<file path="config.mk">
export PLATFORM = sky130hd
export DESIGN_NAME = greedy_line_delta_encoder
export DESIGN_NICKNAME = d
export VERILOG_FILES = /design/src/hw/rtl/gle_pkg.sv /design/src/hw/rtl/gle_ref_mem.sv /design/src/hw/rtl/gle_out_reg.sv /design/src/hw/rtl/gle_ctrl.sv /design/src/hw/rtl/greedy_line_delta_encoder.sv
export SDC_FILE = /design/constraint.sdc
export NUM_CORES = 1
export LEC_CHECK = 0
export ABC_CLOCK_PERIOD_IN_PS = 3800
export BUFFER_PORTS_ARGS = -buffer_cell sky130_fd_sc_hd__buf_2
export CAP_MARGIN = 0
export CORE_MARGIN = 2
export CORE_UTILIZATION = 55
export DETAILED_ROUTE_END_ITERATION = 8
export HOLD_SLACK_MARGIN = 0.06
export PLACE_DENSITY_LB_ADDON = 0.15
export SKIP_LAST_GASP = 1
export SLEW_MARGIN = 15
export SYNTH_ARGS = -nofsm -noshare
export SYNTH_HDL_FRONTEND = slang
export SYNTH_SLANG_ARGS = --single-unit
</file>
<file path="constraint.sdc">
create_clock -name clk -period 3.8 [get_ports clk]
set_input_delay 0.76 -clock clk [delete_from_list [all_inputs] [get_ports clk]]
set_output_delay 0.76 -clock clk [all_outputs]
set_load 0.05 [all_outputs]
</file>
<file path="src/hw/rtl/gle_pkg.sv">
// Package for the greedy line delta encoder: payload structs, op codes,
// state codes and sizing constants. No dependencies.
`timescale 1ns / 1ps
package gle_pkg;

  localparam int LINE_MAX  = 32;
  localparam int REF_DEPTH = 32;
  localparam int REF_AW    = $clog2(REF_DEPTH);
  localparam int CNT_W     = 6;
  localparam int REF_CAP   = (LINE_MAX < REF_DEPTH) ? LINE_MAX : REF_DEPTH;

  localparam logic [CNT_W-1:0] LINE_MAX_C = CNT_W'(LINE_MAX);
  localparam logic [CNT_W-1:0] REF_CAP_C  = CNT_W'(REF_CAP);
  localparam logic [CNT_W-1:0] CNT_MAX    = 6'h3F;

  localparam logic [1:0] ACT_LOAD    = 2'd0;
  localparam logic [1:0] ACT_COMPARE = 2'd1;
  localparam logic [1:0] ACT_FINISH  = 2'd2;

  localparam logic [1:0] OP_NONE = 2'b00;
  localparam logic [1:0] OP_EQ   = 2'b01;
  localparam logic [1:0] OP_SUB  = 2'b10;
  localparam logic [1:0] OP_ADD  = 2'b11;

  localparam logic [3:0] ST_IDLE = 4'd0;
  localparam logic [3:0] ST_SCAN = 4'd1;
  localparam logic [3:0] ST_GHDR = 4'd2;
  localparam logic [3:0] ST_GRD  = 4'd3;
  localparam logic [3:0] ST_GWR  = 4'd4;
  localparam logic [3:0] ST_EQH  = 4'd5;
  localparam logic [3:0] ST_ADDH = 4'd6;
  localparam logic [3:0] ST_ADDB = 4'd7;
  localparam logic [3:0] ST_TERM = 4'd8;

  typedef struct packed {
    logic [1:0] action;
    logic [7:0] data_byte;
  } in_t;

  typedef struct packed {
    logic [7:0] write_address;
    logic [7:0] write_value;
    logic       overflow;
    logic       last_write;
  } out_t;

  typedef struct packed {
    logic              we;
    logic [REF_AW-1:0] waddr;
    logic [7:0]        wdata;
    logic              re;
    logic [REF_AW-1:0] raddr;
  } mem_req_t;

endpackage

</file>
<file path="src/hw/rtl/gle_ref_mem.sv">
// Reference line store: one write port, one read port, registered read data.
// Depends on gle_pkg.
`timescale 1ns / 1ps
module gle_ref_mem (
  input  logic              clk,
  input  gle_pkg::mem_req_t req,
  output logic [7:0]        rdata
);
  import gle_pkg::*;

  logic [7:0] mem_r [REF_DEPTH];
  logic [7:0] rdata_r;

  always_ff @(posedge clk) begin
    if (req.we) begin
      mem_r[req.waddr] <= req.wdata;
    end
  end

  always_ff @(posedge clk) begin
    if (req.re) begin
      rdata_r <= mem_r[req.raddr];
    end
  end

  assign rdata = rdata_r;

endmodule

</file>
<file path="src/hw/rtl/gle_out_reg.sv">
// Output register of the result channel; parts the sequencer from out_stall.
// Depends on gle_pkg.
`timescale 1ns / 1ps
module gle_out_reg (
  input  logic          clk,
  input  logic          rst_n,
  input  logic          emit_valid,
  input  gle_pkg::out_t emit_data,
  output logic          emit_ok,
  output logic          out_valid,
  input  logic          out_stall,
  output gle_pkg::out_t out_data
);
  import gle_pkg::*;

  logic out_valid_r;
  out_t out_data_r;

  assign emit_ok = !out_valid_r || !out_stall;

  always_ff @(posedge clk) begin
    if (!rst_n) begin
      out_valid_r <= 1'b0;
    end else if (emit_ok) begin
      out_valid_r <= emit_valid;
    end
  end

  always_ff @(posedge clk) begin
    if (emit_ok && emit_valid) begin
      out_data_r <= emit_data;
    end
  end

  assign out_valid = out_valid_r;
  assign out_data  = out_data_r;

endmodule

</file>
<file path="src/hw/rtl/gle_ctrl.sv">
// Sequencer: loads the reference store, scans it per compare byte and
// emits diff buffer writes. Depends on gle_pkg.
`timescale 1ns / 1ps
module gle_ctrl (
  input  logic              clk,
  input  logic              rst_n,
  input  logic              in_valid,
  output logic              in_stall,
  input  gle_pkg::in_t      in_data,
  output gle_pkg::mem_req_t mem_req,
  input  logic [7:0]        mem_rdata,
  output logic              emit_valid,
  output gle_pkg::out_t     emit_data,
  input  logic              emit_ok
);
  import gle_pkg::*;

  logic [3:0]       state_r, state_nxt;
  logic [CNT_W-1:0] rc_r, rc_nxt;
  logic [CNT_W-1:0] mp_r, mp_nxt;
  logic [CNT_W-1:0] cc_r, cc_nxt;
  logic [7:0]       wp_r, wp_nxt;
  logic [7:0]       hv_r, hv_nxt;
  logic [7:0]       ha_r, ha_nxt;
  logic             ovf_r, ovf_nxt;
  logic             fin_r, fin_nxt;
  logic [7:0]       b_r, b_nxt;
  logic [CNT_W-1:0] sa_r, sa_nxt;
  logic             chk_v_r, chk_v_nxt;
  logic [CNT_W-1:0] chk_a_r, chk_a_nxt;
  logic [CNT_W-1:0] ge_r, ge_nxt;

  logic             accept;
  logic             hit;
  logic [CNT_W-1:0] mp_inc;
  logic [CNT_W-1:0] gap_cnt;

  assign in_stall = (state_r != ST_IDLE);
  assign accept   = in_valid && !in_stall;
  assign hit      = chk_v_r && (mem_rdata == b_r);
  assign mp_inc   = mp_r + 1'b1;
  assign gap_cnt  = ge_r - mp_r;

  always_comb begin
    state_nxt = state_r;
    rc_nxt    = rc_r;
    mp_nxt    = mp_r;
    cc_nxt    = cc_r;
    wp_nxt    = wp_r;
    hv_nxt    = hv_r;
    ha_nxt    = ha_r;
    ovf_nxt   = ovf_r;
    fin_nxt   = fin_r;
    b_nxt     = b_r;
    sa_nxt    = sa_r;
    chk_v_nxt = 1'b0;
    chk_a_nxt = sa_r;
    ge_nxt    = ge_r;
    mem_req   = '0;
    emit_valid = 1'b0;
    emit_data  = '0;
    emit_data.overflow = ovf_r;

    case (state_r)
      ST_IDLE: begin
        if (accept) begin
          case (in_data.action)
            ACT_LOAD: begin
              if (in_data.data_byte != 8'd0) begin
                if (rc_r >= REF_CAP_C) begin
                  ovf_nxt = 1'b1;
                end else begin
                  mem_req.we    = 1'b1;
                  mem_req.waddr = rc_r[REF_AW-1:0];
                  mem_req.wdata = in_data.data_byte;
                  rc_nxt        = rc_r + 1'b1;
                end
              end
            end
            ACT_COMPARE: begin
              if (in_data.data_byte != 8'd0) begin
                if (cc_r >= LINE_MAX_C) begin
                  ovf_nxt = 1'b1;
                end else begin
                  cc_nxt    = cc_r + 1'b1;
                  b_nxt     = in_data.data_byte;
                  sa_nxt    = mp_r;
                  fin_nxt   = 1'b0;
                  state_nxt = ST_SCAN;
                end
              end
            end
            ACT_FINISH: begin
              ge_nxt    = rc_r;
              fin_nxt   = 1'b1;
              state_nxt = ST_GHDR;
            end
            default: begin
            end
          endcase
        end
      end

      ST_SCAN: begin
        if (hit) begin
          ge_nxt    = chk_a_r;
          state_nxt = ST_GHDR;
        end else if (sa_r >= rc_r) begin
          state_nxt = ST_ADDH;
        end else begin
          mem_req.re    = 1'b1;
          mem_req.raddr = sa_r[REF_AW-1:0];
          chk_v_nxt     = 1'b1;
          sa_nxt        = sa_r + 1'b1;
        end
      end

      ST_GHDR: begin
        if (mp_r == ge_r) begin
          state_nxt = fin_r ? ST_TERM : ST_EQH;
        end else if (emit_ok) begin
          emit_valid              = 1'b1;
          emit_data.write_address = wp_r;
          emit_data.write_value   = {OP_SUB, gap_cnt};
          ha_nxt    = wp_r;
          hv_nxt    = {OP_SUB, gap_cnt};
          wp_nxt    = wp_r + 1'b1;
          state_nxt = ST_GRD;
        end
      end

      ST_GRD: begin
        mem_req.re    = 1'b1;
        mem_req.raddr = mp_r[REF_AW-1:0];
        state_nxt     = ST_GWR;
      end

      ST_GWR: begin
        if (emit_ok) begin
          emit_valid              = 1'b1;
          emit_data.write_address = wp_r;
          emit_data.write_value   = mem_rdata;
          wp_nxt = wp_r + 1'b1;
          mp_nxt = mp_inc;
          if (mp_inc < ge_r) begin
            mem_req.re    = 1'b1;
            mem_req.raddr = mp_inc[REF_AW-1:0];
          end else begin
            state_nxt = fin_r ? ST_TERM : ST_EQH;
          end
        end
      end

      ST_EQH: begin
        if (emit_ok) begin
          emit_valid           = 1'b1;
          emit_data.last_write = 1'b1;
          if (hv_r[7:6] == OP_EQ && hv_r[5:0] < CNT_MAX) begin
            hv_nxt                  = hv_r + 1'b1;
            emit_data.write_address = ha_r;
            emit_data.write_value   = hv_r + 1'b1;
          end else begin
            ha_nxt                  = wp_r;
            hv_nxt                  = {OP_EQ, 6'd1};
            wp_nxt                  = wp_r + 1'b1;
            emit_data.write_address = wp_r;
            emit_data.write_value   = {OP_EQ, 6'd1};
          end
          mp_nxt    = ge_r + 1'b1;
          state_nxt = ST_IDLE;
        end
      end

      ST_ADDH: begin
        if (emit_ok) begin
          emit_valid = 1'b1;
          if (hv_r[7:6] == OP_ADD && hv_r[5:0] < CNT_MAX) begin
            hv_nxt                  = hv_r + 1'b1;
            emit_data.write_address = ha_r;
            emit_data.write_value   = hv_r + 1'b1;
          end else begin
            ha_nxt                  = wp_r;
            hv_nxt                  = {OP_ADD, 6'd1};
            wp_nxt                  = wp_r + 1'b1;
            emit_data.write_address = wp_r;
            emit_data.write_value   = {OP_ADD, 6'd1};
          end
          state_nxt = ST_ADDB;
        end
      end

      ST_ADDB: begin
        if (emit_ok) begin
          emit_valid              = 1'b1;
          emit_data.last_write    = 1'b1;
          emit_data.write_address = wp_r;
          emit_data.write_value   = b_r;
          wp_nxt    = wp_r + 1'b1;
          state_nxt = ST_IDLE;
        end
      end

      ST_TERM: begin
        if (emit_ok) begin
          emit_valid              = 1'b1;
          emit_data.last_write    = 1'b1;
          emit_data.write_address = wp_r;
          emit_data.write_value   = 8'd0;
          rc_nxt    = '0;
          mp_nxt    = '0;
          cc_nxt    = '0;
          wp_nxt    = '0;
          hv_nxt    = {OP_NONE, 6'd0};
          ha_nxt    = '0;
          ovf_nxt   = 1'b0;
          state_nxt = ST_IDLE;
        end
      end

      default: begin
        state_nxt = ST_IDLE;
      end
    endcase
  end

  always_ff @(posedge clk) begin
    if (!rst_n) begin
      state_r <= ST_IDLE;
      rc_r    <= '0;
      mp_r    <= '0;
      cc_r    <= '0;
      wp_r    <= '0;
      hv_r    <= {OP_NONE, 6'd0};
      ha_r    <= '0;
      ovf_r   <= 1'b0;
      fin_r   <= 1'b0;
      chk_v_r <= 1'b0;
    end else begin
      state_r <= state_nxt;
      rc_r    <= rc_nxt;
      mp_r    <= mp_nxt;
      cc_r    <= cc_nxt;
      wp_r    <= wp_nxt;
      hv_r    <= hv_nxt;
      ha_r    <= ha_nxt;
      ovf_r   <= ovf_nxt;
      fin_r   <= fin_nxt;
      chk_v_r <= chk_v_nxt;
    end
  end

  always_ff @(posedge clk) begin
    b_r     <= b_nxt;
    sa_r    <= sa_nxt;
    chk_a_r <= chk_a_nxt;
    ge_r    <= ge_nxt;
  end

endmodule

</file>
<file path="src/hw/rtl/greedy_line_delta_encoder.sv">
// Top level of the greedy line delta encoder.
// Depends on gle_pkg, gle_ref_mem, gle_out_reg and gle_ctrl.
`timescale 1ns / 1ps
// Usage:
//   Input channel (in_valid / in_stall / in_data) carries an action and a byte:
//   load a reference byte, compare a byte, or finish the line.
//   Result channel (out_valid / out_stall / out_data) carries diff buffer
//   writes: address, value, overflow flag and a last_write mark on the final
//   write of each item. A run header is written again as its count grows.
//   One item is worked on at a time; in_stall is high until it is done, and
//   the next transfer can be taken the cycle after its last write.
//   Load: no writes.
//   Compare matching g bytes past the match pointer: take the byte, scan the
//   reference through the single read port, check the gap, for a nonempty
//   gap write a SUB header and copy the gap (read, then one byte per cycle
//   while the output does not stall), then write the EQ header. No match over
//   n unscanned bytes: write an ADD header and the byte. Finish: copy any tail
//   of g bytes the same way and write the terminating zero.
//   Each write is registered and reaches out_data in the cycle after it is made.
//   Reset clears the counters, the match and write pointers, the open header
//   and the overflow flag; the reference store keeps its contents and needs no clearing.
//   A stalled receiver holds the output register; the sequencer waits.
module greedy_line_delta_encoder (
  input  logic          clk,
  input  logic          rst_n,
  input  logic          in_valid,
  output logic          in_stall,
  input  gle_pkg::in_t  in_data,
  output logic          out_valid,
  input  logic          out_stall,
  output gle_pkg::out_t out_data
);
  import gle_pkg::*;

  mem_req_t   mem_req;
  logic [7:0] mem_rdata;
  logic       emit_valid;
  out_t       emit_data;
  logic       emit_ok;

  gle_ref_mem u_mem (
    .clk   (clk),
    .req   (mem_req),
    .rdata (mem_rdata)
  );

  gle_ctrl u_ctrl (
    .clk        (clk),
    .rst_n      (rst_n),
    .in_valid   (in_valid),
    .in_stall   (in_stall),
    .in_data    (in_data),
    .mem_req    (mem_req),
    .mem_rdata  (mem_rdata),
    .emit_valid (emit_valid),
    .emit_data  (emit_data),
    .emit_ok    (emit_ok)
  );

  gle_out_reg u_out (
    .clk        (clk),
    .rst_n      (rst_n),
    .emit_valid (emit_valid),
    .emit_data  (emit_data),
    .emit_ok    (emit_ok),
    .out_valid  (out_valid),
    .out_stall  (out_stall),
    .out_data   (out_data)
  );

endmodule
</file>
==> impl_metrics.py <==
metrics = {
    "timing": {
        "tightest_slew_ns": 1.07,
        "finalCriticalPeriod_ns": 3.63,
        "hold_viol": 0,
        "setup_violations": 0,
        "fin_skew_ns": 0.0218,
        "tns_ns": 0,
        "relSlewSlack_pct": 28.8,
        "timing.fmax_mhz": 276,
        "finalCritPeriodShare_pct": 95.5,
        "maxSlewViolCount": 0,
        "finalWorstSetupSlack_ns": 0.170,
    },
    "layout": {
        "num-nets-final": 1452,
        "fin_util_pct": 64.4,
        "fill_cells": 2249,
        "seq_area_mm2": 0.0102,
        "areaGrowthSynthToFinish_pct": 15.9,
        "layout-drive-gt1-share_pct": 13.9,
        "multiInputGateArea_mm2": 0.00529,
        "fin_area_mm2": 0.0184,
        "insertedDiodeCount": 0,
    },
    "place": {
        "gp_congestion": 0.879,
        "pre_cts_ws_ns": 0.0630,
        "placed_area_mm2": 0.0168,
        "port_buffers": 33,
        "dp_hpwl_um": 27700,
    },
    "power": {
        "power.density_mw_per_mm2": 675,
        "p_leak_uw": 0.00656,
        "ir_worst_vdd_uv": 523,
    },
    "synthesis": {
        "synth-edff-count": 302,
        "ys_warn_count": 0,
        "synth-seq-area-share_pct": 64.3,
        "yosysUniqueCellTypes": 70,
        "synth_ff_type": "edfxtp_1",
        "synth_nets": 1370,
        "synth-async-reset-ratio_pct": 0,
        "syn_inst": 1326,
        "ys_seq_elements": 358,
        "synthesis.area_mm2": 0.0159,
        "avgSynthCellArea_um2": 12.0,
    },
    "clocking": {
        "clkSinkCount": 358,
        "cts_buffer_depth": 3,
        "root_buffer": "clkbuf_16",
        "cts_tree": "yes",
        "clock_latency_ns": 0.55,
        "cts_buffers": 38,
        "clk_pin_slew_worst_paths_ns": 0.06,
        "cts_max_level": 2,
    },
    "drt": {
        "wl_per_cell_um": 22.3,
        "vias": 11100,
        "vias_per_cell": 6.07,
        "wl_um": 40600,
        "ant_nets": 0,
        "post-route-drc-count": 0,
        "drt_iter0_drc": 1288,
        "first_pass_iters": 6,
    },
    "floorplan": {
        "initial_core_util_pct": 55.5,
        "pin_count": 34,
        "core_mm2": 0.0285,
        "die-area_mm2": 0.0302,
        "rows": 62,
        "die_y_um": 174,
        "dieWidth_um": 174,
    },
    "critical_path": {
        "cp.arrival_ns": 3.88,
        "worstPathRequired_ns": 4.05,
        "start_kind": "flop",
        "slowest_stage": "dfxtp_1",
        "end_kind": "flop",
        "critical_path.cell_chain": "ha_1, nand3_1, xnor2_1, inv_1, ha_1, nand2_1, o211ai_1, buf_4, o41ai_2, a21o_1, buf_12, mux2i_1, mux2i_1, a22oi_1, nand4_1",
        "critPathMaxFanout": 33,
        "critPathBufInv": 3,
        "crit_family": "compound AO/OA/AOI/OAI gates",
        "critPathKind": "reg -> reg",
        "slowest_delay_ns": 0.46,
    },
    "worst_hold_path": {
        "hold_class": "in -> reg",
    },
    "grt": {
        "grt_max_degree": 35,
        "grt_pass1_vias": 10600,
        "antenna_found_initial": 0,
        "grtUsageTotal_pct": 27.0,
        "grt_overflow": 0,
        "grt_pass1_wl_um": 62600,
    },
    "run": {
        "drv_cap": 0,
    },
    "outcome": {
        "run_status": "completed",
    },
}
## synthesized netlist by cell type (4+ instances only)
library cell	instances	area (um^2)
a211oi_1	9	67.6
a21o_1	9	67.6
a21oi_1	38	190
a221oi_1	6	52.6
a22oi_1	34	255
a311oi_1	12	105
a31oi_1	33	206
a32oi_1	11	96.3
and2_1	5	31.3
and3_1	10	62.6
buf_1	4	15.0
buf_2	16	80.1
clkbuf_1	43	161
dfxtp_1	56	1120
edfxtp_1	302	9070
ha_1	29	363
inv_1	40	150
mux2i_1	61	611
nand2_1	214	803
nand2b_1	6	37.5
nand3_1	89	445
nand4_1	16	100
nor2_1	107	402
nor2b_1	5	31.3
nor3_1	17	85.1
nor3b_1	4	30.0
o21ai_0	34	170
or3_1	4	25.0
xnor2_1	29	254
xor2_1	16	140
## report_power, final
| part | total, uW | internal [uW] | switching (uW) |
|---|---|---|---|
| registers | 4850 | 4610 | 238 |
| logic | 3340 | 1180 | 2160 |
| clock network | 4210 | 2630 | 1580 |
## through the flow
stage	instances	total power [uW]	hold slack, ns
3_5_place_dp	1748	8170	0.424
5_1_grt	1822	12900	0.427
2_1_floorplan	1326	7050	0.397
4_1_cts	1818	12400	0.415
6_report	1822	12400	0.430
3_3_place_gp	1748	8140	0.426
## worst paths after layout
kind | slack, ns | start | end | cells past startpoint
worst max-delay path | 0.17 | u_ctrl.mp_r[0]$_SDFFE_PN0P_ | u_mem.rdata[4]$_DFFE_PP_ | 15
worst min-delay path | 0.43 | in_data[1] | u_ctrl.b_r[1]$_DFFE_PP_ | 1
worst max register to register | 0.17 | u_ctrl.mp_r[0]$_SDFFE_PN0P_ | u_mem.rdata[4]$_DFFE_PP_ | 15
worst min register to register | 0.44 | u_ctrl.ovf_r$_SDFFE_PN0P_ | u_out.out_data[1]$_DFFE_PP_ | 0
## worst reg2reg max path, delay by kind of cell (launching register included)
family	cells	cell delay (ns)
buffers and inverters	3	0.48
AND/OR/NAND/NOR	3	0.34
AO/OA/AOI/OAI	4	0.97
flip-flops	1	0.46
XOR/XNOR	1	0.20
multiplexers	2	0.35
adder cells (fa/ha/maj)	2	0.54
## cell type report
class                      instances  share of cell area, %
sequential                       358                   55.5
multi-input combinational        861                   28.8
clock buffer                      44                   5.53
timing repair buffer             109                   4.41
tap                              384                   2.62
clock inverter                    26                   2.34
inverter                          40                  0.817
## layer usage
layer | global-route usage (%) | up-vias | share of wire (%)
li1 | - | 5096 | -
met1 | 37.0 | 5416 | 42
met2 | 44.3 | 457 | 48
met3 | 4.04 | 89 | 6.7
met4 | 9.70 | 0 | 3.2
met5 | 0 | - | 0
## placed cells by master, fill, tap and decap left out, drive strengths merged, types with 3 or more instances in the layout
cell      netlist  final
or4             3      3
a222oi          3      3
o21a            4      4
a22oi          34     34
bufinv          0     10
ha             29     29
clkbuf         43     44
nor2b           5      5
xnor2          29     29
nand2         214    214
and2            5      5
mux2            5      5
a21o            9      9
o22ai           3      3
a21oi          38     38
a311oi         12     12
o21ai          36     36
or4b            3      3
nand4          16     16
buf            24    109
xor2           16     16
and3           10     10
nor3           18     18
a2111oi         3      3
clkinv          0     11
or3             4      4
o41ai           3      3
nor2          108    108
a221oi          6      6
nand2b          6      6
nand3          89     89
nor3b           4      4
edfxtp        302    302
mux2i          61     61
a32oi          11     11
a211oi         10     10
dfxtp          56     56
inv            40     41
clkinvlp        0      4
a31oi          33     33
## cells by family after synthesis
logic type / after synthesis / synth area share [%]
muxes: 66 / 4.23
adders and majority gates: 30 / 2.41
DFF: 358 / 64.3
buffers and inverters: 107 / 2.83
AOI/OAI and AO/OA: 226 / 9.88
and+or+nand+nor: 494 / 13.9
xor gates and xnor gates: 45 / 2.49
## sequential cells by signal (all words and copies together) (netlist names), 4 cells and up
register	cells
u_ctrl.wp_r	8
u_ctrl.chk_a_nxt	6
u_mem.rdata	8
u_ctrl.chk_a_r	6
u_mem.mem_r	256
u_ctrl.mp_r	6
u_ctrl.hv_r	8
u_ctrl.ha_r	8
u_ctrl.ge_r	6
u_ctrl.rc_r	6
u_ctrl.cc_r	6
u_ctrl.state_r	4
u_ctrl.b_r	8
u_out.out_data	18
## timing repair
| action | in CTS | in global routing |
|---|---|---|
| gates resized for setup | 0 | 10 |
| hold buffers | 0 | 0 |
| endpoints found under the setup margin | 0 | 8 |
| buffers inserted | 0 | 4 |
Power figures use the tool's default switching activity.
